### src/design/lmrs_pkg.sv
package lmrs_pkg;

	// Scroll text store depth.
	localparam int MAX_TEXT = 32;
	localparam int TEXT_IDX_W = (MAX_TEXT > 1) ? $clog2(MAX_TEXT) : 1;
	localparam int TEXT_CNT_W = $clog2(MAX_TEXT + 1);

	localparam int IMG_DIM = 5;
	localparam int ROW_W = 16;
	localparam int GLYPH_W = IMG_DIM * IMG_DIM;
	localparam int NUM_COLS = 9;
	localparam int NUM_SCAN = 3;
	localparam int SCAN_W = 2;

	// The leftmost visible column sits at bit 9 of a row register.
	localparam int LEFT_BIT = 9;

	localparam int BLINK_PERIOD = 100;
	localparam int SCROLL_PERIOD = 28;
	localparam int GLYPH_SHIFTS = 6;
	localparam int BLINK_CNT_W = $clog2(BLINK_PERIOD);
	localparam int SCROLL_CNT_W = $clog2(SCROLL_PERIOD);
	localparam int SHIFT_CNT_W = $clog2(GLYPH_SHIFTS);

	typedef enum logic [2:0] {
		CMD_TICK         = 3'd0,
		CMD_SET_PIXEL    = 3'd1,
		CMD_SHOW_GLYPH   = 3'd2,
		CMD_LOAD_GLYPH   = 3'd3,
		CMD_START_SCROLL = 3'd4
	} cmd_t;

	typedef struct packed {
		logic [2:0]         cmd;
		logic [2:0]         pixel_x;
		logic [2:0]         pixel_y;
		logic [GLYPH_W-1:0] glyph_bits;
		logic               blink;
		logic [4:0]         glyph_index;
		logic [5:0]         text_length;
		logic               loop;
	} item_t;

	typedef struct packed {
		logic [NUM_SCAN-1:0] row_select;
		logic [NUM_COLS-1:0] col_levels;
	} result_t;

	// Image pixel (y*5+x) to matrix position: scan row in the high nibble,
	// column in the low nibble.
	localparam logic [7:0] PIX_MAP [GLYPH_W] = '{
		8'h00, 8'h13, 8'h01, 8'h14, 8'h02,
		8'h23, 8'h24, 8'h25, 8'h26, 8'h27,
		8'h11, 8'h08, 8'h12, 8'h28, 8'h10,
		8'h07, 8'h06, 8'h05, 8'h04, 8'h03,
		8'h22, 8'h16, 8'h20, 8'h15, 8'h21
	};

endpackage

### src/design/lmrs_ifs.sv
interface lmrs_item_if import lmrs_pkg::*; ();
	logic  valid;
	logic  ready;
	item_t data;

	modport source (output valid, output data, input ready);
	modport sink (input valid, input data, output ready);
endinterface

interface lmrs_result_if import lmrs_pkg::*; ();
	logic    valid;
	logic    ready;
	result_t data;

	modport source (output valid, output data, input ready);
	modport sink (input valid, input data, output ready);
endinterface

### src/design/led_matrix_refresh_scroller.sv
// An accepted item waits in the input stage until the state update takes it;
// a tick's result then sits in the result register until it is taken.
// Throughput: one item per cycle, set by the single input stage and the
// single result register; a stalled result register holds only ticks back.
// Reset (arst_n low, asynchronous) clears the image, counters and mode flags
// at once; the scroll text store is not cleared and must be loaded first.
module led_matrix_refresh_scroller import lmrs_pkg::*; (
	input logic          clk,
	input logic          arst_n,
	lmrs_item_if.sink    command,
	lmrs_result_if.source drive
);

	// Input stage: one registered item waiting for the state update.
	logic  valid_s1;
	item_t item_s1;

	// Result register.
	logic    out_valid_q;
	result_t out_data_q;

	// Display state.
	logic [ROW_W-1:0]        rows_q [IMG_DIM];
	logic [SCAN_W-1:0]       scan_row_q;
	logic [15:0]             tick_count_q;
	logic [BLINK_CNT_W-1:0]  blink_mod_q;
	logic [SCROLL_CNT_W-1:0] scroll_mod_q;
	logic [15:0]             shift_count_q;
	logic [SHIFT_CNT_W-1:0]  shift_mod_q;
	logic [TEXT_CNT_W-1:0]   text_pos_q;
	logic [TEXT_CNT_W-1:0]   text_count_q;
	logic                    loop_on_q;
	logic                    scroll_on_q;
	logic                    blink_on_q;
	logic                    phase_q;
	logic                    running_q;

	// Scroll text store, written by load commands only.
	logic [GLYPH_W-1:0] text_glyphs_q [MAX_TEXT];

	// Next-state values.
	logic [ROW_W-1:0]        rows_d [IMG_DIM];
	logic [SCAN_W-1:0]       scan_row_d;
	logic [15:0]             tick_count_d;
	logic [BLINK_CNT_W-1:0]  blink_mod_d;
	logic [SCROLL_CNT_W-1:0] scroll_mod_d;
	logic [15:0]             shift_count_d;
	logic [SHIFT_CNT_W-1:0]  shift_mod_d;
	logic [TEXT_CNT_W-1:0]   text_pos_d;
	logic [TEXT_CNT_W-1:0]   text_count_d;
	logic                    loop_on_d;
	logic                    scroll_on_d;
	logic                    blink_on_d;
	logic                    phase_d;
	logic                    running_d;

	// Tick path intermediates.
	logic [SCAN_W-1:0]       scan_nx;
	logic [BLINK_CNT_W-1:0]  blink_mod_nx;
	logic [SCROLL_CNT_W-1:0] scroll_mod_nx;
	logic [SHIFT_CNT_W-1:0]  shift_mod_nx;
	logic                    phase_tick;
	logic                    shift_due;
	logic [NUM_COLS-1:0]     cols;
	logic [GLYPH_W-1:0]      glyph_rd;
	result_t                 result_d;

	// Handshake control.
	logic produce;
	logic out_free;
	logic step;
	logic accept_in;

	// Only a tick while running produces a result, so only such an item waits
	// on a full result register; everything else retires right away.
	assign produce   = valid_s1 && (item_s1.cmd == CMD_TICK) && running_q;
	assign out_free  = !out_valid_q || drive.ready;
	assign step      = valid_s1 && (!produce || out_free);
	assign accept_in = command.valid && command.ready;

	assign command.ready = !valid_s1 || step;
	assign drive.valid   = out_valid_q;
	assign drive.data    = out_data_q;

	always_ff @(posedge clk or negedge arst_n) begin
		if (!arst_n) begin
			valid_s1 <= 1'b0;
		end else if (command.ready) begin
			valid_s1 <= command.valid;
		end
	end

	always_ff @(posedge clk) begin
		if (accept_in) begin
			item_s1 <= command.data;
		end
	end

	always_ff @(posedge clk or negedge arst_n) begin
		if (!arst_n) begin
			out_valid_q <= 1'b0;
		end else if (out_free) begin
			out_valid_q <= produce;
		end
	end

	always_ff @(posedge clk) begin
		if (produce && out_free) begin
			out_data_q <= result_d;
		end
	end

	// The modulo counters track tick_count and shift_count modulo their
	// periods. The 16-bit counters do not wrap on a period boundary, so a
	// wrap to zero also forces the residue back to zero.
	always_comb begin
		scan_nx = (scan_row_q >= SCAN_W'(NUM_SCAN - 1)) ? '0 : scan_row_q + 1'b1;

		if ((&tick_count_q) || blink_mod_q == BLINK_CNT_W'(BLINK_PERIOD - 1)) begin
			blink_mod_nx = '0;
		end else begin
			blink_mod_nx = blink_mod_q + 1'b1;
		end

		if ((&tick_count_q) || scroll_mod_q == SCROLL_CNT_W'(SCROLL_PERIOD - 1)) begin
			scroll_mod_nx = '0;
		end else begin
			scroll_mod_nx = scroll_mod_q + 1'b1;
		end

		if ((&shift_count_q) || shift_mod_q == SHIFT_CNT_W'(GLYPH_SHIFTS - 1)) begin
			shift_mod_nx = '0;
		end else begin
			shift_mod_nx = shift_mod_q + 1'b1;
		end

		phase_tick = phase_q ^ (blink_on_q && (blink_mod_nx == '0));
		shift_due  = scroll_on_q && (scroll_mod_nx == '0);
		glyph_rd   = text_glyphs_q[text_pos_q[TEXT_IDX_W-1:0]];
	end

	// Column levels for the row that this tick selects. The pixel map has no
	// two pixels on one matrix position, so each lit pixel clears its own pin.
	always_comb begin
		cols = '1;
		for (int y = 0; y < IMG_DIM; y++) begin
			for (int x = 0; x < IMG_DIM; x++) begin
				if (rows_q[y][LEFT_BIT - x] &&
					PIX_MAP[y * IMG_DIM + x][7:4] == {2'b00, scan_nx}) begin
					cols[PIX_MAP[y * IMG_DIM + x][3:0]] = 1'b0;
				end
			end
		end
		result_d.row_select = NUM_SCAN'(1) << scan_nx;
		result_d.col_levels = phase_tick ? cols : '1;
	end

	always_comb begin
		rows_d        = rows_q;
		scan_row_d    = scan_row_q;
		tick_count_d  = tick_count_q;
		blink_mod_d   = blink_mod_q;
		scroll_mod_d  = scroll_mod_q;
		shift_count_d = shift_count_q;
		shift_mod_d   = shift_mod_q;
		text_pos_d    = text_pos_q;
		text_count_d  = text_count_q;
		loop_on_d     = loop_on_q;
		scroll_on_d   = scroll_on_q;
		blink_on_d    = blink_on_q;
		phase_d       = phase_q;
		running_d     = running_q;

		unique case (item_s1.cmd)
			CMD_SET_PIXEL: begin
				// A column beyond the image lands on a hidden bit.
				if (item_s1.pixel_y < 3'(IMG_DIM)) begin
					rows_d[item_s1.pixel_y] = rows_q[item_s1.pixel_y] |
						(ROW_W'(1) << LEFT_BIT) >> item_s1.pixel_x;
				end
			end
			CMD_SHOW_GLYPH: begin
				for (int y = 0; y < IMG_DIM; y++) begin
					rows_d[y] = {rows_q[y][ROW_W-1:IMG_DIM],
						item_s1.glyph_bits[y * IMG_DIM +: IMG_DIM]} << IMG_DIM;
				end
				blink_on_d  = item_s1.blink;
				phase_d     = 1'b1;
				scroll_on_d = 1'b0;
				running_d   = 1'b1;
			end
			CMD_START_SCROLL: begin
				text_pos_d = '0;
				if (int'(item_s1.text_length) > MAX_TEXT) begin
					text_count_d = TEXT_CNT_W'(MAX_TEXT);
				end else begin
					text_count_d = TEXT_CNT_W'(item_s1.text_length);
				end
				loop_on_d   = item_s1.loop;
				scroll_on_d = 1'b1;
				phase_d     = 1'b1;
				blink_on_d  = 1'b0;
				running_d   = 1'b1;
			end
			CMD_TICK: begin
				if (running_q) begin
					scan_row_d   = scan_nx;
					tick_count_d = tick_count_q + 1'b1;
					blink_mod_d  = blink_mod_nx;
					scroll_mod_d = scroll_mod_nx;
					phase_d      = phase_tick;
					// A blanked tick never scrolls.
					if (phase_tick && shift_due) begin
						for (int y = 0; y < IMG_DIM; y++) begin
							rows_d[y] = rows_q[y] << 1;
						end
						shift_count_d = shift_count_q + 1'b1;
						shift_mod_d   = shift_mod_nx;
						// Every sixth shift opens a fresh glyph cell at the right, rewinds the text, or stops.
						if (shift_mod_nx == '0) begin
							if (text_pos_q < text_count_q) begin
								for (int y = 0; y < IMG_DIM; y++) begin
									rows_d[y][IMG_DIM-1:0] = glyph_rd[y * IMG_DIM +: IMG_DIM];
								end
								text_pos_d = text_pos_q + 1'b1;
							end else if (loop_on_q) begin
								text_pos_d = '0;
							end else begin
								running_d = 1'b0;
							end
						end
					end
				end
			end
			default: begin
			end
		endcase
	end

	always_ff @(posedge clk or negedge arst_n) begin
		if (!arst_n) begin
			for (int y = 0; y < IMG_DIM; y++) begin
				rows_q[y] <= '0;
			end
			scan_row_q    <= SCAN_W'(NUM_SCAN - 1);
			tick_count_q  <= '0;
			blink_mod_q   <= '0;
			scroll_mod_q  <= '0;
			shift_count_q <= '0;
			shift_mod_q   <= '0;
			text_pos_q    <= '0;
			text_count_q  <= '0;
			loop_on_q     <= 1'b0;
			scroll_on_q   <= 1'b0;
			blink_on_q    <= 1'b0;
			phase_q       <= 1'b0;
			running_q     <= 1'b0;
		end else if (step) begin
			rows_q        <= rows_d;
			scan_row_q    <= scan_row_d;
			tick_count_q  <= tick_count_d;
			blink_mod_q   <= blink_mod_d;
			scroll_mod_q  <= scroll_mod_d;
			shift_count_q <= shift_count_d;
			shift_mod_q   <= shift_mod_d;
			text_pos_q    <= text_pos_d;
			text_count_q  <= text_count_d;
			loop_on_q     <= loop_on_d;
			scroll_on_q   <= scroll_on_d;
			blink_on_q    <= blink_on_d;
			phase_q       <= phase_d;
			running_q     <= running_d;
		end
	end

	// Slots past the end of the store are dropped.
	always_ff @(posedge clk) begin
		if (step && item_s1.cmd == CMD_LOAD_GLYPH &&
			int'(item_s1.glyph_index) < MAX_TEXT) begin
			text_glyphs_q[TEXT_IDX_W'(item_s1.glyph_index)] <= item_s1.glyph_bits;
		end
	end

`ifndef SYNTHESIS
	a_row_onehot: assert property (@(posedge clk) disable iff (!arst_n)
		out_valid_q |-> $onehot(out_data_q.row_select))
		else $error("active row drive is not one-hot");

	a_pos_bound: assert property (@(posedge clk) disable iff (!arst_n)
		text_pos_q <= text_count_q)
		else $error("text position ran past the text length");

	a_scan_range: assert property (@(posedge clk) disable iff (!arst_n)
		scan_row_q != SCAN_W'(NUM_SCAN))
		else $error("scan row out of range");

	a_tick_result: assert property (@(posedge clk) disable iff (!arst_n)
		(produce && out_free) |=> out_valid_q)
		else $error("processed tick did not load a result");

	a_mod_range: assert property (@(posedge clk) disable iff (!arst_n)
		blink_mod_q < BLINK_CNT_W'(BLINK_PERIOD) &&
		scroll_mod_q < SCROLL_CNT_W'(SCROLL_PERIOD) &&
		shift_mod_q < SHIFT_CNT_W'(GLYPH_SHIFTS))
		else $error("period counter out of range");
`endif

endmodule

### src/flat_wrapper.sv
// flat-port wrapper written by rule: the top's interface ports become plain ports
module led_matrix_refresh_scroller_flat import lmrs_pkg::*;
  (clk, arst_n, command_valid, command_data, command_ready, drive_valid, drive_data, drive_ready);
  lmrs_item_if command_i ();
  lmrs_result_if drive_i ();
  input logic clk;
  input logic arst_n;
  input wire logic [$bits(command_i.valid)-1:0] command_valid;
  input wire logic [$bits(command_i.data)-1:0] command_data;
  output wire logic [$bits(command_i.ready)-1:0] command_ready;
  output wire logic [$bits(drive_i.valid)-1:0] drive_valid;
  output wire logic [$bits(drive_i.data)-1:0] drive_data;
  input wire logic [$bits(drive_i.ready)-1:0] drive_ready;
  assign command_i.valid = command_valid;
  assign command_i.data = command_data;
  assign command_ready = command_i.ready;
  assign drive_valid = drive_i.valid;
  assign drive_data = drive_i.data;
  assign drive_i.ready = drive_ready;
  led_matrix_refresh_scroller u_core (.clk(clk), .arst_n(arst_n), .command(command_i), .drive(drive_i));
endmodule
### config.mk
export PLATFORM = sky130hd
export DESIGN_NAME = led_matrix_refresh_scroller_flat
export DESIGN_NICKNAME = d
export VERILOG_FILES = /design/src/design/lmrs_pkg.sv /design/src/design/lmrs_ifs.sv /design/src/design/led_matrix_refresh_scroller.sv /design/src/flat_wrapper.sv
export SDC_FILE = /design/constraint.sdc
export NUM_CORES = 1
export LEC_CHECK = 0
export BUFFER_PORTS_ARGS = -buffer_cell sky130_fd_sc_hd__buf_2
export CAP_MARGIN = 0
export CORE_MARGIN = 2
export CORE_UTILIZATION = 63
export DETAILED_ROUTE_END_ITERATION = 16
export GPL_TIMING_DRIVEN = 0
export PLACE_DENSITY = 0.81
export SLEW_MARGIN = 20
export SYNTH_ARGS = -nofsm -noshare
export SYNTH_HDL_FRONTEND = slang
export SYNTH_SLANG_ARGS = --single-unit
export TNS_END_PERCENT = 10
### constraint.sdc
create_clock -name clk -period 3.7 [get_ports clk]
set_input_delay 0.37 -clock clk [delete_from_list [all_inputs] [get_ports clk]]
set_output_delay 0.37 -clock clk [all_outputs]
set_load 0.01 [all_outputs]
-- Word level (Yosys, flattened, before mapping)
Memories as Yosys holds them, arrays and structs flattened.
Index checks and enable logic that the tools add are counted.
- bits in registers: 207
- RAM bits: 800
- input bits: 51
- output and inout port bits: 14
- logic and storage cells: 195
- memories: 1
- add/subtract/negate cells: 7
- magnitude comparators: 6
- equality and inequality tests: 14
- shift-type cells: 2
- mux-type cells: 68
- bitwise gates (word level): 3
- reduce and logical (&&, ||, !) cells: 64
- memories (memory ; words ; bits a word ; rd ports ; clocked after Yosys merged registers in ; wr ports ; line ; text):
    u_core.text_glyphs_q ; 32 ; 25 ; 1 ; 0 ; 1 ; led_matrix_refresh_scroller.sv:39 ; logic [GLYPH_W-1:0] text_glyphs_q [MAX_TEXT];
- operator list (cell ; number):
    2-to-1 mux 80 bit ; 3
    case mux 80 bit (3 select lines) ; 1
    bitwise mux 80 bit ; 1
    2-to-1 mux 5 bit ; 11
    binary-select mux 16 bit (select 3 bit) ; 1
    demux 16 bit (select 3 bit) ; 1
    2-to-1 mux 16 bit ; 3
    2-to-1 mux 6 bit ; 6
    logical AND 1 bit ; 35
    2-to-1 mux 1 bit ; 33
    adder 16 x 1 -> 16 bit, second input constant ; 2
    AND reduction 16 bit ; 2
    bitwise OR 16 bit ; 1
    right shift 10 x 3 -> 16 bit, first input constant ; 1
    case mux 6 bit (2 select lines) ; 1
    case mux 1 bit (2 select lines) ; 4
    adder 7 x 1 -> 7 bit, second input constant ; 1
    equality test 7 bit, second input constant ; 1
    logical NOT 7 bit ; 1
    2-to-1 mux 7 bit ; 1
    adder 6 x 1 -> 6 bit, second input constant ; 1
    equality test 3 x 2 -> 1 bit, second input constant ; 2
    equality test 3 bit, second input constant ; 2
    greater-than comparator 6 bit, second input constant ; 1
    other kinds (33) ; 48

-- Depth between registers and ports, before layout
Gate-level depths: netlist of the first run.
- word-level depth: 10
- depth in mapped cells: 11
- depth with buffers taken out: 9

-- Least setup slack after synthesis of the first run
Ideal clock, no wire load.
- path kind: register -> register
- start point: register u_core.item_s1[45] (netlist name)
- end point: memory u_core.text_glyphs_q[24][0] (netlist name), enable pin
- library setup time: 0.407 ns
- arrival: 2.599 ns
- data required time: 3.293 ns
- slack: 0.694 ns
- stages on the path, launching flop included: 7
- buffers on the path: 2
- period minus slack after synthesis: 3.006 ns
- path through: edfxtp_1 > clkbuf_1 > clkbuf_1 > nand3_1 > nor2_1 > nand3_1 > nor2_1
- word-level cells in the longest chain between the ends: 9
- elaborated cells between the ends (all ways): 10
- classes of those cells: 1 x eq/ne; 2 x mux; 7 x reduce/logical
- RTL lines (element ; line ; text):
    start: declaration ; led_matrix_refresh_scroller.sv:16 ; item_t item_s1;
    start signal: assignment ; led_matrix_refresh_scroller.sv:95 ; item_s1 <= command.data;
    logical NOT 3 bit ; led_matrix_refresh_scroller.sv:76 ; assign produce = valid_s1 && (item_s1.cmd == CMD_TICK) && running_q;
    logical AND 1 bit (2 in series) ; led_matrix_refresh_scroller.sv:76 ;
    logical NOT 1 bit ; led_matrix_refresh_scroller.sv:78 ; assign step = valid_s1 && (!produce || out_free);
    logical OR 1 bit ; led_matrix_refresh_scroller.sv:78 ;
    logical AND 1 bit ; led_matrix_refresh_scroller.sv:78 ;
    logical AND 1 bit * ; led_matrix_refresh_scroller.sv:278 ; if (step && item_s1.cmd == CMD_LOAD_GLYPH &&
    2-to-1 mux 1 bit * ; led_matrix_refresh_scroller.sv:278 ;
    2-to-1 mux 1 bit (not written as such) * ; led_matrix_refresh_scroller.sv:280 ; text_glyphs_q[TEXT_IDX_W'(item_s1.glyph_index)] <= item_s1.glyph_bits;
    end: declaration ; led_matrix_refresh_scroller.sv:39 ;
Every way passes the cells marked *; elsewhere a longest branch is shown, timed or not.

-- Worst setup path after layout of the first run
- start point: register u_core.text_pos_q[2]
- end point: register u_core.rows_q[49] (netlist name)
- word-level cells in the longest chain between the ends: 6
- elaborated cells between the ends (all ways): 7
- classes of those cells: 1 x order compare; 5 x mux; 1 x memory
- RTL lines (element ; line ; text):
    start: declaration ; led_matrix_refresh_scroller.sv:30 ; logic [TEXT_CNT_W-1:0] text_pos_q;
    start signal: assignment ; led_matrix_refresh_scroller.sv:266 ; text_pos_q <= text_pos_d;
    memory read (32 x 25 bit) / < comparator 6 bit (equally long branches) ; - ;
    2-to-1 mux 5 bit * ; led_matrix_refresh_scroller.sv:221 ; if (text_pos_q < text_count_q) begin
    2-to-1 mux 5 bit * ; led_matrix_refresh_scroller.sv:220 ; if (shift_mod_nx == '0) begin
    2-to-1 mux 80 bit * ; led_matrix_refresh_scroller.sv:213 ; if (phase_tick && shift_due) begin
    2-to-1 mux 80 bit * ; led_matrix_refresh_scroller.sv:206 ; if (running_q) begin
    case mux 80 bit (3 select lines) * ; led_matrix_refresh_scroller.sv:174 ; unique case (item_s1.cmd)
    end signal: assignment ; led_matrix_refresh_scroller.sv:259 ; rows_q <= rows_d;
    end: declaration ; led_matrix_refresh_scroller.sv:23 ; logic [ROW_W-1:0] rows_q [IMG_DIM];
Every way passes the cells marked *; elsewhere a longest branch is shown, timed or not. The select of a mux whose other input is x is not followed.
A chain may end at the register's enable or synchronous reset.

==> out/results.tsv, run 1 <==
stage	metric	value	unit
synthesis	syn_inst	2138	
timing	relSlewSlack	20.0	%
route	vias	24600	
flow_run	cap_violations	0	
synthesis	ys_types	73	
worst_setup_path	crit_type	reg2reg	
outcome	violations	negative setup slack	
cts	cts.path.max_buffers	3	
route	drc	0	
cts	cts_htree_levels	3	
timing	rsz0062_at_grt	yes	
power_and_ir_drop	peakVddDrop	475	uV
power_and_ir_drop	p_sw	5.80	mW
die	coreArea	0.0617	mm^2
synthesis	ys_ff_latch	977	
placed_design	dp_cells	3076	
die	die_area	0.0644	mm^2
final_layout	fill_cells	3354	
route	dr.max_layer_used	met5	
power_and_ir_drop	intPower	18.8	mW
timing	hold_violations	0	
power_and_ir_drop	p_seq_share	51.8	%
route	routedWlPerCell	37.0	um
route	vias_per_cell	7.38	
cts	clk_pin_slew	0.06	ns
cts	cts_made_buffers	96	
placed_design	dpl.hpwl	72.4	mm
worst_setup_path	startpoint	u_core.text_pos_q[2]	
route	ant_nets	0	
synthesis	yosysMostFrequentCell	edfxtp_1	
timing	setup_viol	3	
placed_design	place_congestion	0.926	
timing	timing.final.crit_share	104	%
synthesis	synthTopCellsByArea	edfxtp_1 (66%), mux4_2 (11%), dfrtp_1 (7.4%)	
synthesis	ys_warn_count	0	
power_and_ir_drop	power	24.6	mW
power_and_ir_drop	switching_share	23.6	%
timing	skew	0.0438	ns
cts	cts_tree	yes	
synthesis	synth_nets	2201	
synthesis	yosysTopAreaCellShare	65.6	%
final_layout	drive_gt1_share	24.9	%
worst_setup_path	cp_max_fo	10	
timing	tightestPinTransition	1.20	ns
route	drt_iter0_markers	4425	
worst_setup_path	timing.rr.start	u_core.text_pos_q[2]	
worst_setup_path	crit_required	4.25	ns
min_path	holdCritStartpoint	drive_ready	
power_and_ir_drop	clkPwrFrac	40.7	%
synthesis	synth-edff-count	859	
timing	slew_viol_final	0	
synthesis	syn_area	0.0393	mm^2
synthesis	synthFlopType	edfxtp_1	
outcome	status	complete, but fails checks	
global_routing	grt_pass1_wl	171	mm
synthesis	synthTopCellsByCount	edfxtp_1 (859), mux4_2 (197), dfrtp_1 (117), nor2_1 (98), nand2_1 (87)	
timing	fmax	260	MHz
worst_setup_path	start_kind	flip-flop	
min_path	hold_path.class	in2reg	
power_and_ir_drop	leakagePower	15.3	nW
cts	cts.sinks	977	
placed_design	io_buffers	64	
power_and_ir_drop	power.density	533	mW/mm^2
cts	clock_latency	0.70	ns
final_layout	final_nets	2475	
synthesis	synth_top_cell_by_area	edfxtp_1	
die	boundaryPins	65	
route	drt-pass1-iter-count	6	
cts	clockRootBuffer	clkbuf_16	
timing	layout_setup_ws	-0.153	ns
route	routed-wl-met3	17.2	mm
route	drt-total-wl	123	mm
die	initial_core_util	63.7	%
route	dr_wl_met2	56.9	mm
synthesis	synthArstFlopShare	12.1	%
final_layout	layoutNonFillerInstCount	3327	
global_routing	grt-ovfl-total	0	
final_layout	area_growth	17.4	%
synthesis	syn_area_per_cell	18.4	um^2
die	die_w	254	um
worst_setup_path	crit_arrival	4.40	ns
die	die_h	254	um
power_and_ir_drop	p_comb_share	7.6	%
route	drt-met1-wl	39.4	mm
global_routing	grt_pass1_vias	24100	
timing	post-route-min-period	3.85	ns
worst_setup_path	endpoint_kind	flip-flop	
global_routing	grt_max_degree	73	
die	fp-row-count	91	
placed_design	place_ws	-0.655	ns
global_routing	grt_util_all_layers	38.4	%
synthesis	ys_seq_area_share	73.1	%
global_routing	antenna_found_initial	5	
-- routing by layer --
layer / track usage [%] / vias to the layer above
li1: - / 9315
met1: 47.8 / 12200
met2: 58.9 / 2447
met3: 13.4 / 593
met4: 22.5 / 2
met5: 0 / -
-- worst paths after layout --
check,to,slack [ns],cells after the start
worst max-delay path,u_core.rows_q[49],-0.15,9
worst min-delay path,u_core.drive.valid,0.14,3
worst min register to register,u_core.shift_count_q[6],0.46,1
max in group asynchronous,u_core.rows_q[53],2.70,3
min in group asynchronous,u_core.blink_mod_q[1],0.30,2
worst max register to register,u_core.rows_q[49],-0.15,9
-- per-stage QoR --
| stage | instance area (um^2) | TNS (ns) | hold WS (ns) | util [%] |
|---|---|---|---|---|
| final | 46100 | -0.302 | 0.136 | 74.8 |
| after global routing | 46100 | -0.120 | 0.156 | 74.8 |
| after CTS | 45700 | 0 | 0.138 | 74.1 |
| after detailed placement | 41900 | -10.07 | 0.441 | 67.9 |
| after global placement | 40700 | -1100.52 | 0.454 | 65.9 |
| after floorplan | 39300 | 0 | 0.0744 | - |
-- cell families after synthesis --
family / Yosys count / synth area share, %
flops: 977 / 73.1
simple gates: 349 / 4.51
xor+xnor: 31 / 0.691
buf+inv: 139 / 1.63
fa+ha+maj: 12 / 0.382
compound gates: 352 / 6.28
mux: 278 / 13.4
-- power by group through the flow --
stage,sequential (mW),clock (mW),combinational (mW)
6_report,12.7,9.99,1.86
5_1_grt,12.7,10.4,1.99
4_1_cts,12.8,9.93,1.70
3_5_place_dp,13.0,0,1.62
3_3_place_gp,13.0,0,1.55
2_1_floorplan,12.8,0,1.17
-- layout by cell type (no fill, tap or decap), types with 34 or more instances in the layout --
master,count
clkbuf_1,61
o21ai_0,70
a22oi_1,57
mux2i_1,67
nor2_1,63
o22ai_1,36
dfrtp_1,117
edfxtp_1,859
mux4_2,197
dlygate4sd3_1,49
buf_16,34
a21oi_1,59
clkbuf_16,97
buf_2,87
nand2_1,86
-- worst max-delay path: stages, from the launching register on --
cell and delay (ns):
dfrtp_1 0.38, buf_2 0.32, clkdlybuf4s15_2 0.57, buf_2 0.46, mux4_2 0.40, a22oi_1 0.40
nand4_1 0.42, nor2_1 0.34, nor2_1 0.09, o32a_1 0.33
-- final cells by class --
type	count	area, um^2	area share [%]
clock inverters	53	612	1.33
diodes	2	5.00	0.0108
well taps	837	1050	2.27
plain buffers	113	614	1.33
repair buffers	179	2190	4.76
multi-input cells	1022	10300	22.3
clock buffers	121	2540	5.50
inverters	23	86.3	0.187
flip-flops and latches	977	28700	62.3
-- registers in the layout, summed over array words and instances, names as in the netlist, 7 cells and up --
name	flops
u_core.text_glyphs_q	800
u_core.drive.data	12
u_core.blink_mod_q	7
u_core.shift_count_q	16
u_core.rows_q	50
u_core.tick_count_q	16
u_core.item_s1	47
-- repair_timing --
action                     4_1_cts  5_1_grt
pin swaps                        2        3
setup endpoints to repair      299       60
gates resized for setup         39       13
hold endpoints to repair       118        0
setup buffers                    6        3
hold buffers                    49        0
No activity file was read; power rests on OpenSTA's default activity.
==> run 2: changes to the inputs <==
--- a/config.mk
+++ b/config.mk
@@ -9,8 +9,8 @@
 export CAP_MARGIN = 0
 export CORE_MARGIN = 2
-export CORE_UTILIZATION = 63
+export CORE_UTILIZATION = 56
 export DETAILED_ROUTE_END_ITERATION = 16
 export GPL_TIMING_DRIVEN = 0
-export PLACE_DENSITY = 0.81
+export PLACE_DENSITY = 0.76
 export SLEW_MARGIN = 20
 export SYNTH_ARGS = -nofsm -noshare
==> constraint.sdc (replaced) <==
create_clock -name clk -period 3.2 [get_ports clk]
set_input_delay 0.32 -clock clk [delete_from_list [all_inputs] [get_ports clk]]
set_output_delay 0.32 -clock clk [all_outputs]
set_load 0.05 [all_outputs]
==> run 2 against run 1 <==
  * Routed wire length is 1.7% lower
  * The run still ends with negative setup slack left
  * Sequential share of layout area decreased by 0.93 points
  * Global-route usage is 5.7 points lower
  * Final area up 1.5%
==> out/results.tsv, run 2 (same netlist as run 1, synthesis figures left out) <==
stage	metric	value	unit	change
timing	post-route-min-period	3.35	ns	-0.508 ns
power_and_ir_drop	switching_share	23.6	%	+0.024 points
worst_setup_path	worst-path-buf-inv	2		-1
power_and_ir_drop	peakVddDrop	464	uV	-2.4%
power_and_ir_drop	p_seq_share	52.0	%	+0.2 points
cts	clockRootBuffer	clkbuf_16		
placed_design	dpl.hpwl	72.7	mm	+0.41%
route	routedWlPerCell	34.9	um	-5.7%
die	die_h	269	um	+6.0%
worst_setup_path	cpMostUsedCell	nor2_1		
die	boundaryPins	65		unchanged
route	ant_nets	0		unchanged
cts	cts_tree	yes		
worst_setup_path	cp-endpoint	u_core.rows_q[20]		
timing	slew_viol_final	0		unchanged
timing	rsz0062_at_grt	yes		
outcome	violations	negative setup slack		
final_layout	area_growth	19.1	%	
die	fp-row-count	97		+6.6%
worst_setup_path	cp_cell_sequence	buf_2 > nand2_2 > clkbuf_2 > nor2_1 > a22oi_1 > nand4_1 > nor2_1 > nor2_1 > o32a_1		
worst_setup_path	timing.rr.start	u_core.text_pos_q[4]		
final_layout	final_cell_mix	edfxtp_1 (859), mux4_2 (197), dfrtp_1 (116)		
die	die_w	269	um	+6.0%
cts	cts.path.max_buffers	3		unchanged
outcome	status	complete, but fails checks		
worst_setup_path	crit_arrival	3.90	ns	-0.50 ns
worst_setup_path	endpoint_kind	flip-flop		
global_routing	grt-ovfl-total	0		unchanged
timing	tightestPinTransition	1.15	ns	-0.0530 ns
route	drt-pass1-iter-count	5		-1
route	drt-total-wl	121	mm	-1.7%
worst_setup_path	crit_cells	9		unchanged
power_and_ir_drop	p_sw	6.67	mW	+15%
final_layout	largest_reg_flops	800		unchanged
timing	layout_setup_ws	-0.145	ns	+0.00780 ns
worst_setup_path	crit_type	reg2reg		
worst_setup_path	cp_max_fo	10		unchanged
route	drc	0		unchanged
placed_design	place_congestion	0.933		+0.76%
global_routing	grt_pass1_wl	165	mm	-3.1%
timing	fmax	299	MHz	+15%
worst_setup_path	r2r_cells	9		unchanged
cts	cts_htree_levels	3		unchanged
die	die_area	0.0724	mm^2	+12%
worst_setup_path	slowest_delay	0.57	ns	about the same
power_and_ir_drop	clkPwrFrac	40.2	%	-0.5 points
route	vias_per_cell	6.98		-5.5%
global_routing	grt_util_all_layers	32.7	%	-5.7 points
final_layout	final_nets	2508		+1.3%
worst_setup_path	startpoint	u_core.text_pos_q[4]		
final_layout	final_common_cell	edfxtp_1		
global_routing	grt_max_degree	76		+4.1%
final_layout	drive_gt1_share	26.7	%	+1.8 points
die	coreArea	0.0698	mm^2	+13%
route	vias	24200		-1.5%
timing	relSlewSlack	23.5	%	+3.5 points
timing	setup_viol	9		+6
timing	skew	0.0719	ns	+0.0281 ns
cts	clock_latency	0.68	ns	-0.02 ns
final_layout	top_regs	u_core.text_glyphs_q x800, u_core.rows_q x50, u_core.item_s1 x47		
placed_design	io_buffers	64		unchanged
min_path	hold_path.class	in2reg		
power_and_ir_drop	power	28.3	mW	+15%
worst_setup_path	crit_path_top_delay_cell	clkbuf_2		
power_and_ir_drop	leakagePower	15.6	nW	+1.8%
global_routing	grt_pass1_vias	23800		-0.97%
worst_setup_path	r2r_slack	-0.15	ns	about the same
cts	cts.sinks	977		unchanged
die	initial_core_util	56.3	%	-7.4 points
worst_setup_path	start_kind	flip-flop		
timing	hold_violations	0		unchanged
worst_setup_path	cpLargestDelayFamily	simple AND/OR/NAND/NOR gates		
final_layout	fill_cells	4355		+30%
global_routing	antenna_found_initial	5		unchanged
worst_setup_path	rr_endpoint	u_core.rows_q[20]		
flow_run	cap_violations	0		unchanged
power_and_ir_drop	power.density	603	mW/mm^2	+13%
route	drt_iter0_markers	4077		-7.9%
final_layout	registers.top_by_ff_count	u_core.text_glyphs_q		
timing	timing.final.crit_share	105	%	+0.40 points
timing	worst_hold_slack	0.126	ns	-0.0103 ns
power_and_ir_drop	intPower	21.6	mW	+15%
worst_setup_path	crit_required	3.75	ns	-0.50 ns
cts	clk_pin_slew	0.06	ns	about the same
cts	cts_made_buffers	95		-1.0%
power_and_ir_drop	p_comb_share	7.8	%	+0.2 points
-- run 2: repair_timing --
| action | CTS | global route |
|---|---|---|
| endpoints found under the setup margin | 837 | 396 |
| pin swaps | 11 | 11 |
| gates cloned | 0 | 0 |
| resized for setup | 106 | 42 |
| hold buffers | 49 | 0 |
| hold endpoints to repair | 121 | 0 |
| setup buffers | 20 | 18 |
-- run 2: how the worst min path moves through the flow --
stage,endpoint,startpoint,slack [ns],depth (start not counted)
2_1_floorplan,u_core.blink_mod_q[0],arst_n,0.02,0
3_3_place_gp,u_core.shift_count_q[6],u_core.shift_count_q[6],0.45,1
3_5_place_dp,u_core.blink_mod_q[2],arst_n,0.40,1
4_1_cts,u_core.drive.valid,drive_ready,0.10,3
5_1_grt,u_core.drive.valid,drive_ready,0.14,3
6_report,u_core.drive.valid,drive_ready,0.13,3
-- run 2: through the flow --
step                TNS [ns]  util, %  instance area, um^2  setup WS, ns  cells
floorplan                  0        -                39300         0.194   2138
global placement    -1693.22     58.5                40800         -2.36   3142
detailed placement   -334.61     60.3                42100         -1.10   3184
CTS                 -0.00654     66.2                46200      -0.00654   3428
global route          -0.684     67.1                46800       -0.0989   3467
finish                -0.519     67.1                46800        -0.145   3468
-- run 2: power by group through the flow --
stage | sequential (mW) | clock, mW | combinational, mW
final | 14.7 | 11.4 | 2.21
after global routing | 14.7 | 11.9 | 2.35
after CTS | 14.8 | 11.2 | 2.02
after floorplan | 14.8 | 0 | 1.35
after global placement | 15.0 | 0 | 1.81
after detailed placement | 15.0 | 0 | 1.91
-- run 2: per-layer routing --
metal	vias to the layer above	track usage, %	routed length (um)
met5	-	0	0
met4	0	17.9	7880
met3	495	7.95	15500
met2	2204	51.7	57200
met1	12100	42.2	40400
li1	9373	-	-
-- run 2: layout make-up --
type | instances | area (um^2) | share of cell area, %
timing repair buffer | 213 | 2580 | 5.52
inverter | 23 | 86.3 | 0.184
clock buffer | 124 | 2540 | 5.42
antenna | 2 | 5.00 | 0.0107
tap | 940 | 1180 | 2.51
sequential | 977 | 28800 | 61.4
clock inverter | 54 | 576 | 1.23
multi-input combinational | 1022 | 10400 | 22.1
buffer | 113 | 773 | 1.65
-- run 2: worst min-delay path, delay by kind of cell --
family,cells,cell delay (ns)
AO/OA/AOI/OAI,1,0.13
buffers and inverters,1,0.07
AND/OR/NAND/NOR,1,0.21
